==> src/rtl/gmt_pkg.sv <==
// ----------------------------------------------------------------------------
// gmt_pkg: shared types and constants of the group membership table
// Opcodes, status codes, field widths and the controller/datapath bundles.
// ----------------------------------------------------------------------------
package gmt_pkg;

    localparam int TABLE_DEPTH_DEF = 16;
    localparam int GROUP_BITS_DEF  = 16;
    localparam int UNIT_BITS_DEF   = 8;

    localparam int FUNC_W   = 3;
    localparam int GID_W    = 16;
    localparam int UID_W    = 8;
    localparam int STATUS_W = 2;
    localparam int TOTAL_W  = 5;

    typedef enum logic [FUNC_W-1:0] {
        FN_INSERT = 3'd0,
        FN_REMOVE = 3'd1,
        FN_CLEAR  = 3'd2,
        FN_QUERY  = 3'd3,
        FN_LIST   = 3'd4
    } t_func;

    typedef enum logic [STATUS_W-1:0] {
        ST_OK        = 2'd0,
        ST_NOT_FOUND = 2'd1,
        ST_FULL      = 2'd2
    } t_status;

    typedef enum logic [1:0] {
        EM_NONE  = 2'd0,
        EM_PEND  = 2'd1,
        EM_FINAL = 2'd2
    } t_emit;

    // controller -> datapath
    typedef struct packed {
        logic    in_rdy;
        logic    rd_en;
        logic    rd_next;
        logic    wr_en;
        logic    wr_shift;
        logic    idx_inc;
        logic    cnt_inc;
        logic    cnt_dec;
        logic    cnt_clr;
        logic    set_status;
        t_status status;
        logic    set_found;
        logic    pend_load;
        t_emit   emit;
    } t_gmt_cmd;

    // datapath -> controller
    typedef struct packed {
        logic              in_valid;
        logic [FUNC_W-1:0] func;
        logic              cnt_zero;
        logic              cnt_full;
        logic              idx_last;
        logic              shift_more;
        logic              key_match;
        logic              grp_match;
        logic              pend_vld;
        logic              slot_free;
    } t_gmt_sts;

endpackage

==> src/rtl/gmt_ifs.sv <==
// ----------------------------------------------------------------------------
// gmt channel interfaces
// Request and response channels with valid/ready handshake.
// ----------------------------------------------------------------------------
interface gmt_in_if;
    import gmt_pkg::*;

    logic              valid;
    logic              ready;
    logic [FUNC_W-1:0] func;
    logic [GID_W-1:0]  group_id;
    logic [UID_W-1:0]  unit_id;

    modport source (output valid, output func, output group_id, output unit_id,
                    input ready);
    modport sink   (input valid, input func, input group_id, input unit_id,
                    output ready);
endinterface

interface gmt_out_if;
    import gmt_pkg::*;

    logic                valid;
    logic                ready;
    logic [STATUS_W-1:0] status;
    logic                found;
    logic                entry_valid;
    logic [GID_W-1:0]    out_group;
    logic [UID_W-1:0]    out_unit;
    logic [TOTAL_W-1:0]  entry_total;
    logic                last;

    modport source (output valid, output status, output found, output entry_valid,
                    output out_group, output out_unit, output entry_total,
                    output last, input ready);
    modport sink   (input valid, input status, input found, input entry_valid,
                    input out_group, input out_unit, input entry_total,
                    input last, output ready);
endinterface

==> src/rtl/group_membership_table.sv <==
// ----------------------------------------------------------------------------
// group_membership_table: ordered set of unique (group, unit) pairs
// Insert, remove, clear, query and list over a compacted pair store.
// ----------------------------------------------------------------------------
// Usage:
//   i_in carries one request item (func, group_id, unit_id); o_out carries
//   result items. Every request gives one result with last set, except list,
//   which gives one result per matching entry in stored order, the final one
//   with last set (one empty result if nothing matches).
//   A request is taken only while the sequencer is idle; one item at a time.
//   Clear and unused opcodes go straight to the result. Insert and query
//   scan the stored entries up to the pair, or all of them when it is absent;
//   remove searches up to the match, then moves each entry behind it down;
//   list scans the whole table. Each entry is read through the single
//   registered read port of the store, then compared or written back.
//   The next request can be taken in the cycle after the final result is
//   loaded.
//   The result sits in an output register; a new request may be taken while
//   it waits. When the receiver stalls, the sequencer holds before the next
//   result and the store is left untouched.
//   Reset empties the table (count cleared); no memory sweep is needed
//   because only entries below the count are ever read.
// ----------------------------------------------------------------------------
module group_membership_table #(
    parameter int TABLE_DEPTH = gmt_pkg::TABLE_DEPTH_DEF,
    parameter int GROUP_BITS  = gmt_pkg::GROUP_BITS_DEF,
    parameter int UNIT_BITS   = gmt_pkg::UNIT_BITS_DEF
) (
    input  logic      i_clk,
    input  logic      i_rst_n,
    gmt_in_if.sink    i_in,
    gmt_out_if.source o_out
);
    import gmt_pkg::*;

    t_gmt_cmd cmd;
    t_gmt_sts sts;

    gmt_ctrl u_ctrl (
        .i_clk   (i_clk),
        .i_rst_n (i_rst_n),
        .i_sts   (sts),
        .o_cmd   (cmd)
    );

    gmt_datapath #(
        .TABLE_DEPTH (TABLE_DEPTH),
        .GROUP_BITS  (GROUP_BITS),
        .UNIT_BITS   (UNIT_BITS)
    ) u_datapath (
        .i_clk   (i_clk),
        .i_rst_n (i_rst_n),
        .i_cmd   (cmd),
        .o_sts   (sts),
        .i_in    (i_in),
        .o_out   (o_out)
    );

endmodule

==> src/rtl/gmt_datapath.sv <==
// ----------------------------------------------------------------------------
// gmt_datapath: entry memory, counters and result register
// Holds the pair store, the entry count, scan index and the output stage.
// ----------------------------------------------------------------------------
module gmt_datapath #(
    parameter int TABLE_DEPTH = gmt_pkg::TABLE_DEPTH_DEF,
    parameter int GROUP_BITS  = gmt_pkg::GROUP_BITS_DEF,
    parameter int UNIT_BITS   = gmt_pkg::UNIT_BITS_DEF
) (
    input  logic             i_clk,
    input  logic             i_rst_n,
    input  gmt_pkg::t_gmt_cmd i_cmd,
    output gmt_pkg::t_gmt_sts o_sts,
    gmt_in_if.sink           i_in,
    gmt_out_if.source        o_out
);
    import gmt_pkg::*;

    localparam int EW = GROUP_BITS + UNIT_BITS;
    localparam int CW = $clog2(TABLE_DEPTH + 1);
    localparam int AW = (TABLE_DEPTH > 1) ? $clog2(TABLE_DEPTH) : 1;

    logic [EW-1:0]         r_mem [TABLE_DEPTH];
    logic [EW-1:0]         r_rd_data;
    logic [FUNC_W-1:0]     r_func;
    logic [GROUP_BITS-1:0] r_group;
    logic [UNIT_BITS-1:0]  r_unit;
    logic [CW-1:0]         r_count;
    logic [CW-1:0]         r_idx;
    t_status               r_status;
    logic                  r_found;
    logic                  r_pend_vld;
    logic [UNIT_BITS-1:0]  r_pend_unit;

    logic                  r_o_valid;
    logic [STATUS_W-1:0]   r_o_status;
    logic                  r_o_found;
    logic                  r_o_entry_valid;
    logic [GID_W-1:0]      r_o_group;
    logic [UID_W-1:0]      r_o_unit;
    logic [TOTAL_W-1:0]    r_o_total;
    logic                  r_o_last;

    logic                  accept;
    logic [CW:0]           idx_nxt;
    logic [CW-1:0]         rd_addr;
    logic [CW-1:0]         wr_addr;
    logic [EW-1:0]         wr_data;
    logic                  slot_free;

    assign accept    = i_cmd.in_rdy & i_in.valid;
    assign idx_nxt   = {1'b0, r_idx} + 1'b1;
    assign slot_free = !r_o_valid || o_out.ready;
    assign rd_addr   = i_cmd.rd_next ? idx_nxt[CW-1:0] : r_idx;
    assign wr_addr   = i_cmd.wr_shift ? r_idx : r_count;
    assign wr_data   = i_cmd.wr_shift ? r_rd_data : {r_group, r_unit};

    assign i_in.ready = i_cmd.in_rdy;

    assign o_sts.in_valid   = i_in.valid;
    assign o_sts.func       = r_func;
    assign o_sts.cnt_zero   = (r_count == '0);
    assign o_sts.cnt_full   = ({1'b0, r_count} == (CW + 1)'(TABLE_DEPTH));
    assign o_sts.idx_last   = (idx_nxt == {1'b0, r_count});
    assign o_sts.shift_more = (idx_nxt < {1'b0, r_count});
    assign o_sts.key_match  = (r_rd_data == {r_group, r_unit});
    assign o_sts.grp_match  = (r_rd_data[EW-1:UNIT_BITS] == r_group);
    assign o_sts.pend_vld   = r_pend_vld;
    assign o_sts.slot_free  = slot_free;

    // pair store, registered read
    always_ff @(posedge i_clk) begin
        if (i_cmd.wr_en) begin
            r_mem[wr_addr[AW-1:0]] <= wr_data;
        end
        if (i_cmd.rd_en) begin
            r_rd_data <= r_mem[rd_addr[AW-1:0]];
        end
    end

    // item registers and pending list entry
    always_ff @(posedge i_clk) begin
        if (accept) begin
            r_func  <= i_in.func;
            r_group <= i_in.group_id[GROUP_BITS-1:0];
            r_unit  <= i_in.unit_id[UNIT_BITS-1:0];
        end
        if (i_cmd.pend_load) begin
            r_pend_unit <= r_rd_data[UNIT_BITS-1:0];
        end
    end

    always_ff @(posedge i_clk) begin
        if (!i_rst_n) begin
            r_count    <= '0;
            r_idx      <= '0;
            r_status   <= ST_OK;
            r_found    <= 1'b0;
            r_pend_vld <= 1'b0;
        end else begin
            if (accept) begin
                r_idx      <= '0;
                r_status   <= ST_OK;
                r_found    <= 1'b0;
                r_pend_vld <= 1'b0;
            end else begin
                if (i_cmd.idx_inc) begin
                    r_idx <= idx_nxt[CW-1:0];
                end
                if (i_cmd.set_status) begin
                    r_status <= i_cmd.status;
                end
                if (i_cmd.set_found) begin
                    r_found <= 1'b1;
                end
                if (i_cmd.pend_load) begin
                    r_pend_vld <= 1'b1;
                end
            end
            if (i_cmd.cnt_clr) begin
                r_count <= '0;
            end else if (i_cmd.cnt_inc) begin
                r_count <= r_count + 1'b1;
            end else if (i_cmd.cnt_dec) begin
                r_count <= r_count - 1'b1;
            end
        end
    end

    // result register
    always_ff @(posedge i_clk) begin
        if (!i_rst_n) begin
            r_o_valid <= 1'b0;
        end else if (i_cmd.emit != EM_NONE) begin
            r_o_valid <= 1'b1;
        end else if (o_out.ready) begin
            r_o_valid <= 1'b0;
        end
    end

    always_ff @(posedge i_clk) begin
        case (i_cmd.emit)
            EM_PEND: begin
                r_o_status      <= ST_OK;
                r_o_found       <= 1'b0;
                r_o_entry_valid <= 1'b1;
                r_o_group       <= GID_W'(r_group);
                r_o_unit        <= UID_W'(r_pend_unit);
                r_o_total       <= TOTAL_W'(r_count);
                r_o_last        <= 1'b0;
            end
            EM_FINAL: begin
                r_o_total <= TOTAL_W'(r_count);
                r_o_last  <= 1'b1;
                if (r_func == FN_LIST) begin
                    r_o_status      <= ST_OK;
                    r_o_found       <= 1'b0;
                    r_o_entry_valid <= r_pend_vld;
                    r_o_group       <= r_pend_vld ? GID_W'(r_group) : '0;
                    r_o_unit        <= r_pend_vld ? UID_W'(r_pend_unit) : '0;
                end else begin
                    r_o_status      <= r_status;
                    r_o_found       <= r_found;
                    r_o_entry_valid <= 1'b0;
                    r_o_group       <= '0;
                    r_o_unit        <= '0;
                end
            end
            default: begin
            end
        endcase
    end

    assign o_out.valid       = r_o_valid;
    assign o_out.status      = r_o_status;
    assign o_out.found       = r_o_found;
    assign o_out.entry_valid = r_o_entry_valid;
    assign o_out.out_group   = r_o_group;
    assign o_out.out_unit    = r_o_unit;
    assign o_out.entry_total = r_o_total;
    assign o_out.last        = r_o_last;

endmodule

==> src/rtl/gmt_ctrl.sv <==
// ----------------------------------------------------------------------------
// gmt_ctrl: operation sequencer
// Walks the store one entry at a time for search, compaction and listing.
// ----------------------------------------------------------------------------
module gmt_ctrl (
    input  logic              i_clk,
    input  logic              i_rst_n,
    input  gmt_pkg::t_gmt_sts i_sts,
    output gmt_pkg::t_gmt_cmd o_cmd
);
    import gmt_pkg::*;

    typedef enum logic [2:0] {
        S_IDLE,
        S_DISPATCH,
        S_READ,
        S_CHECK,
        S_END,
        S_SH_READ,
        S_SH_WRITE,
        S_FINISH
    } t_state;

    t_state r_state;
    t_state n_state;

    always_ff @(posedge i_clk) begin
        if (!i_rst_n) begin
            r_state <= S_IDLE;
        end else begin
            r_state <= n_state;
        end
    end

    always_comb begin
        n_state = r_state;
        o_cmd   = '0;
        unique case (r_state)
            S_IDLE: begin
                o_cmd.in_rdy = 1'b1;
                if (i_sts.in_valid) begin
                    n_state = S_DISPATCH;
                end
            end
            S_DISPATCH: begin
                unique case (i_sts.func)
                    FN_CLEAR: begin
                        o_cmd.cnt_clr = 1'b1;
                        n_state       = S_FINISH;
                    end
                    FN_INSERT, FN_REMOVE, FN_QUERY, FN_LIST: begin
                        n_state = i_sts.cnt_zero ? S_END : S_READ;
                    end
                    default: begin
                        n_state = S_FINISH;
                    end
                endcase
            end
            S_READ: begin
                o_cmd.rd_en = 1'b1;
                n_state     = S_CHECK;
            end
            S_CHECK: begin
                if (i_sts.func == FN_LIST) begin
                    // hold the read entry until the previous match can go out
                    if (!(i_sts.grp_match && i_sts.pend_vld && !i_sts.slot_free)) begin
                        if (i_sts.grp_match) begin
                            o_cmd.pend_load = 1'b1;
                            if (i_sts.pend_vld) begin
                                o_cmd.emit = EM_PEND;
                            end
                        end
                        if (i_sts.idx_last) begin
                            n_state = S_FINISH;
                        end else begin
                            o_cmd.idx_inc = 1'b1;
                            n_state       = S_READ;
                        end
                    end
                end else if (i_sts.key_match) begin
                    if (i_sts.func == FN_REMOVE) begin
                        n_state = S_SH_READ;
                    end else begin
                        o_cmd.set_found = (i_sts.func == FN_QUERY);
                        n_state         = S_FINISH;
                    end
                end else if (i_sts.idx_last) begin
                    n_state = S_END;
                end else begin
                    o_cmd.idx_inc = 1'b1;
                    n_state       = S_READ;
                end
            end
            S_END: begin
                // pair absent after a full scan, or table empty
                if (i_sts.func == FN_INSERT) begin
                    if (i_sts.cnt_full) begin
                        o_cmd.set_status = 1'b1;
                        o_cmd.status     = ST_FULL;
                    end else begin
                        o_cmd.wr_en   = 1'b1;
                        o_cmd.cnt_inc = 1'b1;
                    end
                end else if (i_sts.func == FN_REMOVE) begin
                    o_cmd.set_status = 1'b1;
                    o_cmd.status     = ST_NOT_FOUND;
                end
                n_state = S_FINISH;
            end
            S_SH_READ: begin
                if (i_sts.shift_more) begin
                    o_cmd.rd_en   = 1'b1;
                    o_cmd.rd_next = 1'b1;
                    n_state       = S_SH_WRITE;
                end else begin
                    o_cmd.cnt_dec = 1'b1;
                    n_state       = S_FINISH;
                end
            end
            S_SH_WRITE: begin
                o_cmd.wr_en    = 1'b1;
                o_cmd.wr_shift = 1'b1;
                o_cmd.idx_inc  = 1'b1;
                n_state        = S_SH_READ;
            end
            S_FINISH: begin
                if (i_sts.slot_free) begin
                    o_cmd.emit = EM_FINAL;
                    n_state    = S_IDLE;
                end
            end
            default: begin
                n_state = S_IDLE;
            end
        endcase
    end

endmodule

==> src/flat_wrapper.sv <==
// flat-port wrapper written by rule: the top's interface ports become plain ports
module group_membership_table_flat import gmt_pkg::*;
#(
    parameter int TABLE_DEPTH = gmt_pkg::TABLE_DEPTH_DEF,
    parameter int GROUP_BITS  = gmt_pkg::GROUP_BITS_DEF,
    parameter int UNIT_BITS   = gmt_pkg::UNIT_BITS_DEF
)
  (i_clk, i_rst_n, i_in_valid, i_in_func, i_in_group_id, i_in_unit_id, i_in_ready, o_out_valid, o_out_status, o_out_found, o_out_entry_valid, o_out_out_group, o_out_out_unit, o_out_entry_total, o_out_last, o_out_ready);
  gmt_in_if i_in_i ();
  gmt_out_if o_out_i ();
  input  logic i_clk;
  input  logic i_rst_n;
  input wire logic [$bits(i_in_i.valid)-1:0] i_in_valid;
  input wire logic [$bits(i_in_i.func)-1:0] i_in_func;
  input wire logic [$bits(i_in_i.group_id)-1:0] i_in_group_id;
  input wire logic [$bits(i_in_i.unit_id)-1:0] i_in_unit_id;
  output wire logic [$bits(i_in_i.ready)-1:0] i_in_ready;
  output wire logic [$bits(o_out_i.valid)-1:0] o_out_valid;
  output wire logic [$bits(o_out_i.status)-1:0] o_out_status;
  output wire logic [$bits(o_out_i.found)-1:0] o_out_found;
  output wire logic [$bits(o_out_i.entry_valid)-1:0] o_out_entry_valid;
  output wire logic [$bits(o_out_i.out_group)-1:0] o_out_out_group;
  output wire logic [$bits(o_out_i.out_unit)-1:0] o_out_out_unit;
  output wire logic [$bits(o_out_i.entry_total)-1:0] o_out_entry_total;
  output wire logic [$bits(o_out_i.last)-1:0] o_out_last;
  input wire logic [$bits(o_out_i.ready)-1:0] o_out_ready;
  assign i_in_i.valid = i_in_valid;
  assign i_in_i.func = i_in_func;
  assign i_in_i.group_id = i_in_group_id;
  assign i_in_i.unit_id = i_in_unit_id;
  assign i_in_ready = i_in_i.ready;
  assign o_out_valid = o_out_i.valid;
  assign o_out_status = o_out_i.status;
  assign o_out_found = o_out_i.found;
  assign o_out_entry_valid = o_out_i.entry_valid;
  assign o_out_out_group = o_out_i.out_group;
  assign o_out_out_unit = o_out_i.out_unit;
  assign o_out_entry_total = o_out_i.entry_total;
  assign o_out_last = o_out_i.last;
  assign o_out_i.ready = o_out_ready;
  group_membership_table #(.TABLE_DEPTH(TABLE_DEPTH), .GROUP_BITS(GROUP_BITS), .UNIT_BITS(UNIT_BITS)) u_core (.i_clk(i_clk), .i_rst_n(i_rst_n), .i_in(i_in_i), .o_out(o_out_i));
endmodule
==> config.mk <==
export PLATFORM = sky130hd
export DESIGN_NAME = group_membership_table_flat
export DESIGN_NICKNAME = d
export VERILOG_FILES = /design/src/rtl/gmt_pkg.sv /design/src/rtl/gmt_ifs.sv /design/src/rtl/group_membership_table.sv /design/src/rtl/gmt_datapath.sv /design/src/rtl/gmt_ctrl.sv /design/src/flat_wrapper.sv
export SDC_FILE = /design/constraint.sdc
export NUM_CORES = 1
export LEC_CHECK = 0
export ABC_CLOCK_PERIOD_IN_PS = 9710
export BUFFER_PORTS_ARGS = -buffer_cell sky130_fd_sc_hd__clkbuf_2
export CAP_MARGIN = 0
export CORE_MARGIN = 2
export CORE_UTILIZATION = 45
export CTS_BUF_LIST = sky130_fd_sc_hd__clkbuf_16
export CTS_CLUSTER_DIAMETER = 30
export DETAILED_ROUTE_END_ITERATION = 6
export PLACE_DENSITY = 0.58
export RECOVER_POWER = 100
export SLEW_MARGIN = 20
export SYNTH_ARGS = -nofsm -noshare
export SYNTH_HDL_FRONTEND = slang
export SYNTH_SLANG_ARGS = --single-unit
==> constraint.sdc <==
create_clock -name i_clk -period 9.71 [get_ports i_clk]
set_input_delay 1.942 -clock i_clk [delete_from_list [all_inputs] [get_ports i_clk]]
set_output_delay 1.942 -clock i_clk [all_outputs]
set_load 0.01 [all_outputs]
**Word level (Yosys, flattened, before mapping)**

Memories as Yosys holds them, arrays and structs flattened. A register that Yosys moved wholly into a read port is not among the register bits.
Cells that the tools add are included.

- $lt $le $gt $ge: 1
- Multiplexer cells: 66
- Add/subtract/negate cells: 3
- Bitwise operators: 2
- Equal/unequal tests: 20
- Reductions and logical operators: 17

Operator list:

| kind | count |
|---|---|
| 3-bit two-way mux | 16 |
| 16-bit two-way mux | 2 |
| 16-bit one-hot mux with 2 select lines | 1 |
| 1-bit two-way mux | 25 |
| 24-bit == test | 1 |
| 24-bit two-way mux | 1 |
| 3-bit one-hot mux with 8 select lines | 1 |
| 16-bit == test | 1 |
| 8-bit two-way mux | 2 |
| 8-bit one-hot mux with 2 select lines | 1 |
| 3-bit == test (second input constant) | 5 |
| 3-bit by 2-bit == test with 1-bit output (second input constant) | 4 |
| 1-bit one-hot mux with 2 select lines | 6 |
| 2-bit two-way mux | 5 |
| 5-bit two-way mux | 2 |
| 4-bit two-way mux | 2 |
| 2-bit one-hot mux with 2 select lines | 2 |
| 2-bit nonzero test | 4 |
| 5-bit by 1-bit adder with 6-bit output (second input constant) | 1 |
| 3-bit by 1-bit == test with 1-bit output (second input constant) | 2 |
| 6-bit by 5-bit == test with 1-bit output | 1 |
| 3-bit zero test | 2 |
| 6-bit by 5-bit less-than comparator with 1-bit output | 1 |
| 2-bit OR reduction | 3 |
| other kinds (15) | 18 |

- Output and inout port bits: 36
- Register bits: 87
- Input port bits: 31
- Logic and storage cells: 128
- Memories kept: 1
- Memory bits (writable): 384

Memories:

| name | words | width | rd ports | clocked after memory_dff | wr ports | RTL line | text |
|---|---|---|---|---|---|---|---|
| u_core.u_datapath.r_mem | 16 | 24 | 1 | 1 | 1 | gmt_datapath.sv:23 | `logic [EW-1:0] r_mem [TABLE_DEPTH];` |

**Logic depth before layout (Yosys ltp)**

- Depth in word-level cells: 9
- Mapped depth: 14
- Gate-level depth less buffers: 12

**Hierarchy**

Synthesis repeated with hierarchy kept, for this count alone.

- Cell total of the unflattened synthesis: 1626
- Area total of the unflattened synthesis: 22819.4 µm²

By module, submodules not included:

| module | times used | seq. area each (µm²) | cells an instance | area an instance (µm²) |
|---|---|---|---|---|
| gmt_datapath | 1 | 14624.0 | 1557 | 22358.9 |
| gmt_ctrl | 1 | 60.1 | 69 | 460.4 |

**Least setup slack after synthesis**

Ideal clock, no wire load.

- Kind: input -> register
- From: input port o_out_ready
- To: register u_core.u_datapath.r_o_total[0] (netlist: u_core.u_datapath.o_out.entry_total[0]) (enable)
- Buffers on the path: 0
- Cell stages on the path: 3
- Arrival: 3.127 ns
- Library setup time: 0.390 ns
- Slack: 6.193 ns
- Data required time: 9.320 ns
- Path through: nand2b_1 -> nand3_1 -> ha_1

- Longest elaborated chain between the ends: 8
- Elaborated cells on any way between the ends: 10
- Those cells by class: 2 x eq/ne; 4 x mux; 4 x reduce/logical

RTL lines:

| what | RTL line | text |
|---|---|---|
| from (decl) | flat_wrapper.sv:26 | `input wire logic [$bits(o_out_i.ready)-1:0] o_out_ready;` |
| 1-bit logical OR (*) | gmt_datapath.sv:53 | `assign slot_free = !r_o_valid \|\| o_out.ready;` |
| 1-bit zero test | gmt_ctrl.sv:66 | `if (!(i_sts.grp_match && i_sts.pend_vld && !i_sts.slot_free)) begin` |
| 1-bit logical AND | gmt_ctrl.sv:66 |  |
| 3-bit two-way mux | gmt_ctrl.sv:66 |  |
| 3-bit two-way mux | gmt_ctrl.sv:64 | `if (i_sts.func == FN_LIST) begin` |
| 2-bit one-hot mux with 2 select lines (*) | gmt_ctrl.sv:38 | `unique case (r_state)` |
| 2-bit == test / 2-bit by 1-bit == test with 1-bit output (equally long branches) | gmt_datapath.sv:142 | `case (i_cmd.emit)` |
| 2-bit OR reduction (no line) (*) | - |  |
| to (signal assigned) | gmt_datapath.sv:149 | `r_o_total <= TOTAL_W'(r_count);` |
| to (signal assigned) | gmt_datapath.sv:153 | `r_o_total <= TOTAL_W'(r_count);` |
| to (decl) | gmt_datapath.sv:41 | `logic [TOTAL_W-1:0] r_o_total;` |

Mark *: on every way between the ends. The rest lies on a longest branch, timed or not.
A chain may end at the register's enable or synchronous reset.

**Worst setup path in the final report**

- From: register u_core.u_datapath.r_idx[0]
- To: register u_core.u_datapath.r_rd_data[17] (read register of u_core.u_datapath.r_mem), data pin

- Longest elaborated chain between the ends: 5
- Elaborated cells on any way between the ends: 6
- Those cells by class: 1 x add/sub; 1 x order compare; 4 x mux

RTL lines:

| what | RTL line | text |
|---|---|---|
| from (decl) | gmt_datapath.sv:29 | `logic [CW-1:0] r_idx;` |
| from (signal assigned) | gmt_datapath.sv:108 | `r_idx <= idx_nxt[CW-1:0];` |
| 5-bit by 1-bit adder with 6-bit output (*) | gmt_datapath.sv:52 | `assign idx_nxt = {1'b0, r_idx} + 1'b1;` |
| named net u_core.u_datapath.idx_nxt[2] | gmt_datapath.sv:45 | `logic [CW:0] idx_nxt;` |
| 6-bit by 5-bit less-than comparator with 1-bit output | gmt_datapath.sv:65 | `assign o_sts.shift_more = (idx_nxt < {1'b0, r_count});` |
| 2-bit two-way mux | gmt_ctrl.sv:111 | `if (i_sts.shift_more) begin` |
| 1-bit two-way mux | gmt_ctrl.sv:38 |  |
| 4-bit two-way mux | gmt_datapath.sv:54 | `assign rd_addr = i_cmd.rd_next ? idx_nxt[CW-1:0] : r_idx;` |
| to (decl) | gmt_datapath.sv:24 | `logic [EW-1:0] r_rd_data;` |

The timed path passes the listed nets; every way through them passes the cells marked *.

==> implementation parameters <==
Parameter                              Value

Yosys
  Total number of yosys warnings ... 0
  Number of enable flip-flop cells after synthesis ... between 400 and 500
  Number of instances in the synthesized netlist ... 1304
  Proportion of register bits with asynchronous set or reset after synthesis ... 0
  Syn_nets ... 1347
  Average cell area after synthesis ... 15.6 um2
  Summed instance area of the synthesized netlist ... 0.0203 mm2
  Number of flip-flops and latches in the synthesized netlist ... 495
  Sequential fraction of the synthesis area ... 0.723
  Synth Flop Type ... sky130_fd_sc_hd__edfxtp_1
  Number of distinct library cell variants in the gate-level netlist after synthesis ... 52

STA
  Accumulated negative setup slack ... 0 ns
  Min Tclk post-route ... about 7.3 ns
  Setup repair after global routing missed its margin ... false
  Hold slack ... approximately 0.46 ns
  Pins Over Slew Limit ... 414
  Final Skew ... 0.0255 ns
  Tightest slew margin relative to the limit ... -1.16
  Worst Max-Slew Pin Slew ... 3.23 ns
  Period utilization ... 0.754
  Final count of hold timing violations ... 0
  Final Setup Violations ... 0
  Peak Freq ... 137 MHz

Worst setup path
  Cell-by-cell listing of the critical path ... ha_1 > xor2_1 > ha_1 > and3_1 > o21ai_0 > nand4_1 > buf_4 > nand2_1 > buf_4 > buf_4 > mux2i_1 > a2111oi_0 > mux2_1
  Endpoint of the worst-slack reg-to-reg timing path ... u_core.u_datapath.r_rd_data[17]
  Type of origin of the critical path ... register
  Reg-to-reg critical path startpoint ... u_core.u_datapath.r_idx[0]
  Peak per-stage delay on the critical path ... 1.95 ns
  Data required time at the worst endpoint ... 10.07 ns
  Critical-path top delay cell ... sky130_fd_sc_hd__nand2_1
  Count of cells along the worst register-to-register path ... 13
  WP buf/inv ... 3
  Start point of the critical path ... u_core.u_datapath.r_idx[0]
  Cell family with most CP delay ... simple AND/OR/NAND/NOR gates
  Internal reg-to-reg setup slack ... 2.39 ns
  Most common cell on crit path ... sky130_fd_sc_hd__buf_4
  Biggest fanout along the worst timing path ... 91
  Class of the most critical setup path ... reg -> reg
  Category of the worst setup path capture point ... register
  Arrival @ worst endpoint ... 7.68 ns

Detailed routing
  Routed len/inst ... 24.7 um
  Via count normalized by instance count ... slightly below 6
  Detail Route Antenna Nets ... 0
  Overall routed net length ... 51400 um
  Residual DRC ... 0
  Detailed Route Iter0 Violations ... 1071
  Iteration count of the initial detailed-routing pass ... 7
  Total vias in the final route ... 12100

Pwr
  Total power density per cell area ... between 200 and 300 mW/mm2
  Static leakage ... 8.04 nW
  Peak supply drop ... 0.142 mV

Placement
  # port buffers ... 66
  HPWL Detailed ... 27100 um
  Last weighted congestion value of the routability-driven placer ... between 0.8 and 0.9

CTS
  Hold-fix buffers at CTS ... 0
  Clock tree buffer depth ... 3
  Clock slew seen by the registers of the worst setup and hold paths ... 0.05 ns
  Clock Sinks ... about 500
  Number of clock buffers inserted by TritonCTS ... 94
  H-Tree Level Count ... 3
  Clk root buf ... sky130_fd_sc_hd__clkbuf_16
  CTS tree ... yes
  Quantity of gates resized following cts ... 0
  Number of post-CTS setup repair buffers ... 0
  Worst-skew pair later-pin latency ... 0.61 ns

Finish
  Number of antenna cells inserted ... 0
  Share of cells above drive strength 1 ... 0.157
  Total number of nets in the final design ... 1450
  Count of fill cells added during filler insertion ... 3531
  Area of all sequential standard cells ... roughly 0.015 mm2
  Synth-to-layout area growth ... 20.2%
  Area taken by multi-input logic gates ... 0.00527 mm2

Floorplan
  Starting density of the core ... 0.457
  Die ar. ... around 0.047 mm2
  Top Ports ... 67
  FP Rows ... 77
  Core Footprint ... 0.0444 mm2
  Die width ... about 220 um
  Y dimension of the die ... between 200 and 250 um

Status
  Outcome ... finished with violations
  Failing checks ... max-capacitance violations, max-slew violations

Global routing
  Most congested layer reported by global routing ... met2
  Pin count of the biggest net entering global routing ... 92
  Vias in the first global route ... between 10000 and 15000
  Global-route usage over all layers ... 0.221
  First-pass GRT wire length ... approximately 76000 um
  GRT Residual Overflow ... 0
  Met2 Resource Use GR ... 0.351
  Met1 Track Usage GR ... 0.304
  Initial antenna violation count ... 3
  Met3 usage ... 0.0432

Worst hold path
  Number of stages on the worst hold path ... 2
  Startpoint of the worst hold path ... u_core.u_datapath.r_status[0]
  Type of the tightest min-delay check ... reg -> reg
  Worst Hold Path EP ... u_core.u_datapath.r_status[0]

Job
  Max-cap viol count ... 18
==> worst max-delay path by stage <==
stage | end | cells after the start | slack [ns]
final | u_core.u_datapath.r_rd_data[17] | 13 | 2.39
after global routing | u_core.u_datapath.r_rd_data[14] | 13 | 1.86
after CTS | u_core.u_datapath.r_rd_data[17] | 13 | 3.89
after detailed placement | u_core.u_datapath.r_rd_data[17] | 13 | 3.90
after global placement | u_core.u_datapath.r_rd_data[17] | 13 | 4.05
after floorplan | u_core.u_datapath.o_out.entry_total[0] | 3 | 6.19
==> worst reg2reg max path, stage by stage, from the launching register on <==
cell,delay [ns]
sky130_fd_sc_hd__dfxtp_1,0.49
sky130_fd_sc_hd__ha_1,0.28
sky130_fd_sc_hd__xor2_1,0.52
sky130_fd_sc_hd__ha_1,0.35
sky130_fd_sc_hd__and3_1,0.21
sky130_fd_sc_hd__o21ai_0,0.21
sky130_fd_sc_hd__nand4_1,0.14
sky130_fd_sc_hd__buf_4,0.37
sky130_fd_sc_hd__nand2_1,2.01
sky130_fd_sc_hd__buf_4,0.89
sky130_fd_sc_hd__buf_4,0.83
sky130_fd_sc_hd__mux2i_1,0.31
sky130_fd_sc_hd__a2111oi_0,0.12
sky130_fd_sc_hd__mux2_1,0.36
==> cell usage after synthesis (2+ instances only) <==
library cell / count / area [um2]
sky130_fd_sc_hd__nand3b_1: 2 / 15.0
sky130_fd_sc_hd__xor2_1: 11 / 96.3
sky130_fd_sc_hd__nand4_1: 6 / 37.5
sky130_fd_sc_hd__a2111oi_0: 20 / 175
sky130_fd_sc_hd__nor3b_1: 2 / 15.0
sky130_fd_sc_hd__buf_6: 4 / 45.0
sky130_fd_sc_hd__edfxtp_1: 477 / 14300
sky130_fd_sc_hd__o21a_1: 5 / 37.5
sky130_fd_sc_hd__a41oi_1: 2 / 17.5
sky130_fd_sc_hd__nand2_1: 17 / 63.8
sky130_fd_sc_hd__ha_1: 11 / 138
sky130_fd_sc_hd__mux2i_1: 23 / 230
sky130_fd_sc_hd__a211oi_2: 21 / 263
sky130_fd_sc_hd__inv_1: 14 / 52.6
sky130_fd_sc_hd__xnor2_1: 21 / 184
sky130_fd_sc_hd__o21ai_0: 8 / 40.0
sky130_fd_sc_hd__buf_4: 5 / 37.5
sky130_fd_sc_hd__a31oi_1: 8 / 50.1
sky130_fd_sc_hd__mux2_2: 48 / 541
sky130_fd_sc_hd__o2111a_1: 2 / 22.5
sky130_fd_sc_hd__nor2_1: 40 / 150
sky130_fd_sc_hd__a32oi_1: 3 / 26.3
sky130_fd_sc_hd__and3_1: 179 / 1120
sky130_fd_sc_hd__a211oi_1: 152 / 1140
sky130_fd_sc_hd__clkbuf_1: 66 / 248
sky130_fd_sc_hd__a21oi_1: 14 / 70.1
sky130_fd_sc_hd__buf_2: 14 / 70.1
sky130_fd_sc_hd__nor4_1: 32 / 200
sky130_fd_sc_hd__nor2b_1: 6 / 37.5
sky130_fd_sc_hd__nand3_1: 9 / 45.0
sky130_fd_sc_hd__a21o_1: 3 / 22.5
sky130_fd_sc_hd__a21boi_0: 4 / 30.0
sky130_fd_sc_hd__dfxtp_1: 18 / 360
sky130_fd_sc_hd__nand2b_1: 4 / 25.0
sky130_fd_sc_hd__and2_1: 29 / 181
sky130_fd_sc_hd__nor3_1: 8 / 40.0
==> per-layer routing <==
metal / vias to the layer above / wire, um
li1: 5472 / -
met1: 6176 / 22600
met2: 393 / 24600
met3: 83 / 3160
met4: 0 / 1060
met5: - / 0
==> area by class of cell <==
cell class,instances,share of cell area
tap,592,0.0303
inverter,14,0.00215
clock buffer,97,0.0994
clock inverter,79,0.0325
multi-input combinational,705,0.216
sequential,495,0.602
timing repair buffer,97,0.0180
==> metrics by stage <==
| stage | util | area, um2 | setup slack (ns) | instances | power, mW |
|---|---|---|---|---|---|
| floorplan | - | 20300 | 6.19 | 1304 | 3.24 |
| global placement | 0.481 | 21400 | 4.05 | 1896 | 3.49 |
| detailed placement | 0.483 | 21500 | 3.90 | 1900 | 3.50 |
| CTS | 0.556 | 24700 | 3.89 | 2076 | 6.74 |
| global route | 0.550 | 24400 | 1.86 | 2079 | 6.91 |
| finish | 0.550 | 24400 | 2.39 | 2079 | 6.68 |
==> cell usage in the layout, fill, tap and decap left out, drive strengths merged, types with 13 or more instances in the layout <==
cell type  instances
edfxtp           477
clkbuf           183
and3             179
a211oi           173
mux2              48
nor2              40
clkinv            35
nor4              32
and2              29
inv               28
mux2i             23
xnor2             21
a2111oi           20
dfxtp             18
nand2             17
clkinvlp          17
a21oi             14
bufinv            13
==> cell families (layout without fill, tap and decap cells) <==
kind of cell / after synthesis / in the layout / share of synthesized area
flops: 495 / 495 / 0.723
simple gates: 337 / 337 / 0.0964
compound gates: 253 / 253 / 0.0984
buf+inv: 104 / 287 / 0.0225
mux: 71 / 71 / 0.0380
xor+xnor: 32 / 32 / 0.0138
fa+ha+maj: 12 / 12 / 0.00776
==> where the power goes <==
group / leakage, nW / switching (mW) / internal, mW / total, mW
combinational: 2.04 / 0.521 / 0.258 / 0.779
sequential: 4.44 / 0.0953 / 2.58 / 2.67
clock: 1.56 / 1.07 / 2.16 / 3.23
==> flip-flops by register name (all words and copies together), names as in the netlist, 5 cells and up <==
signal	cells
u_core.u_datapath.r_mem	384
u_core.u_datapath.r_rd_data	24
u_core.u_datapath.o_out.out_group	16
u_core.u_datapath.r_group	16
u_core.u_datapath.o_out.out_unit	8
u_core.u_datapath.r_pend_unit	8
u_core.u_datapath.r_unit	8
u_core.u_datapath.o_out.entry_total	5
u_core.u_datapath.r_count	5
u_core.u_datapath.r_idx	5
Note: power is estimated with default switching activity, not from simulation.
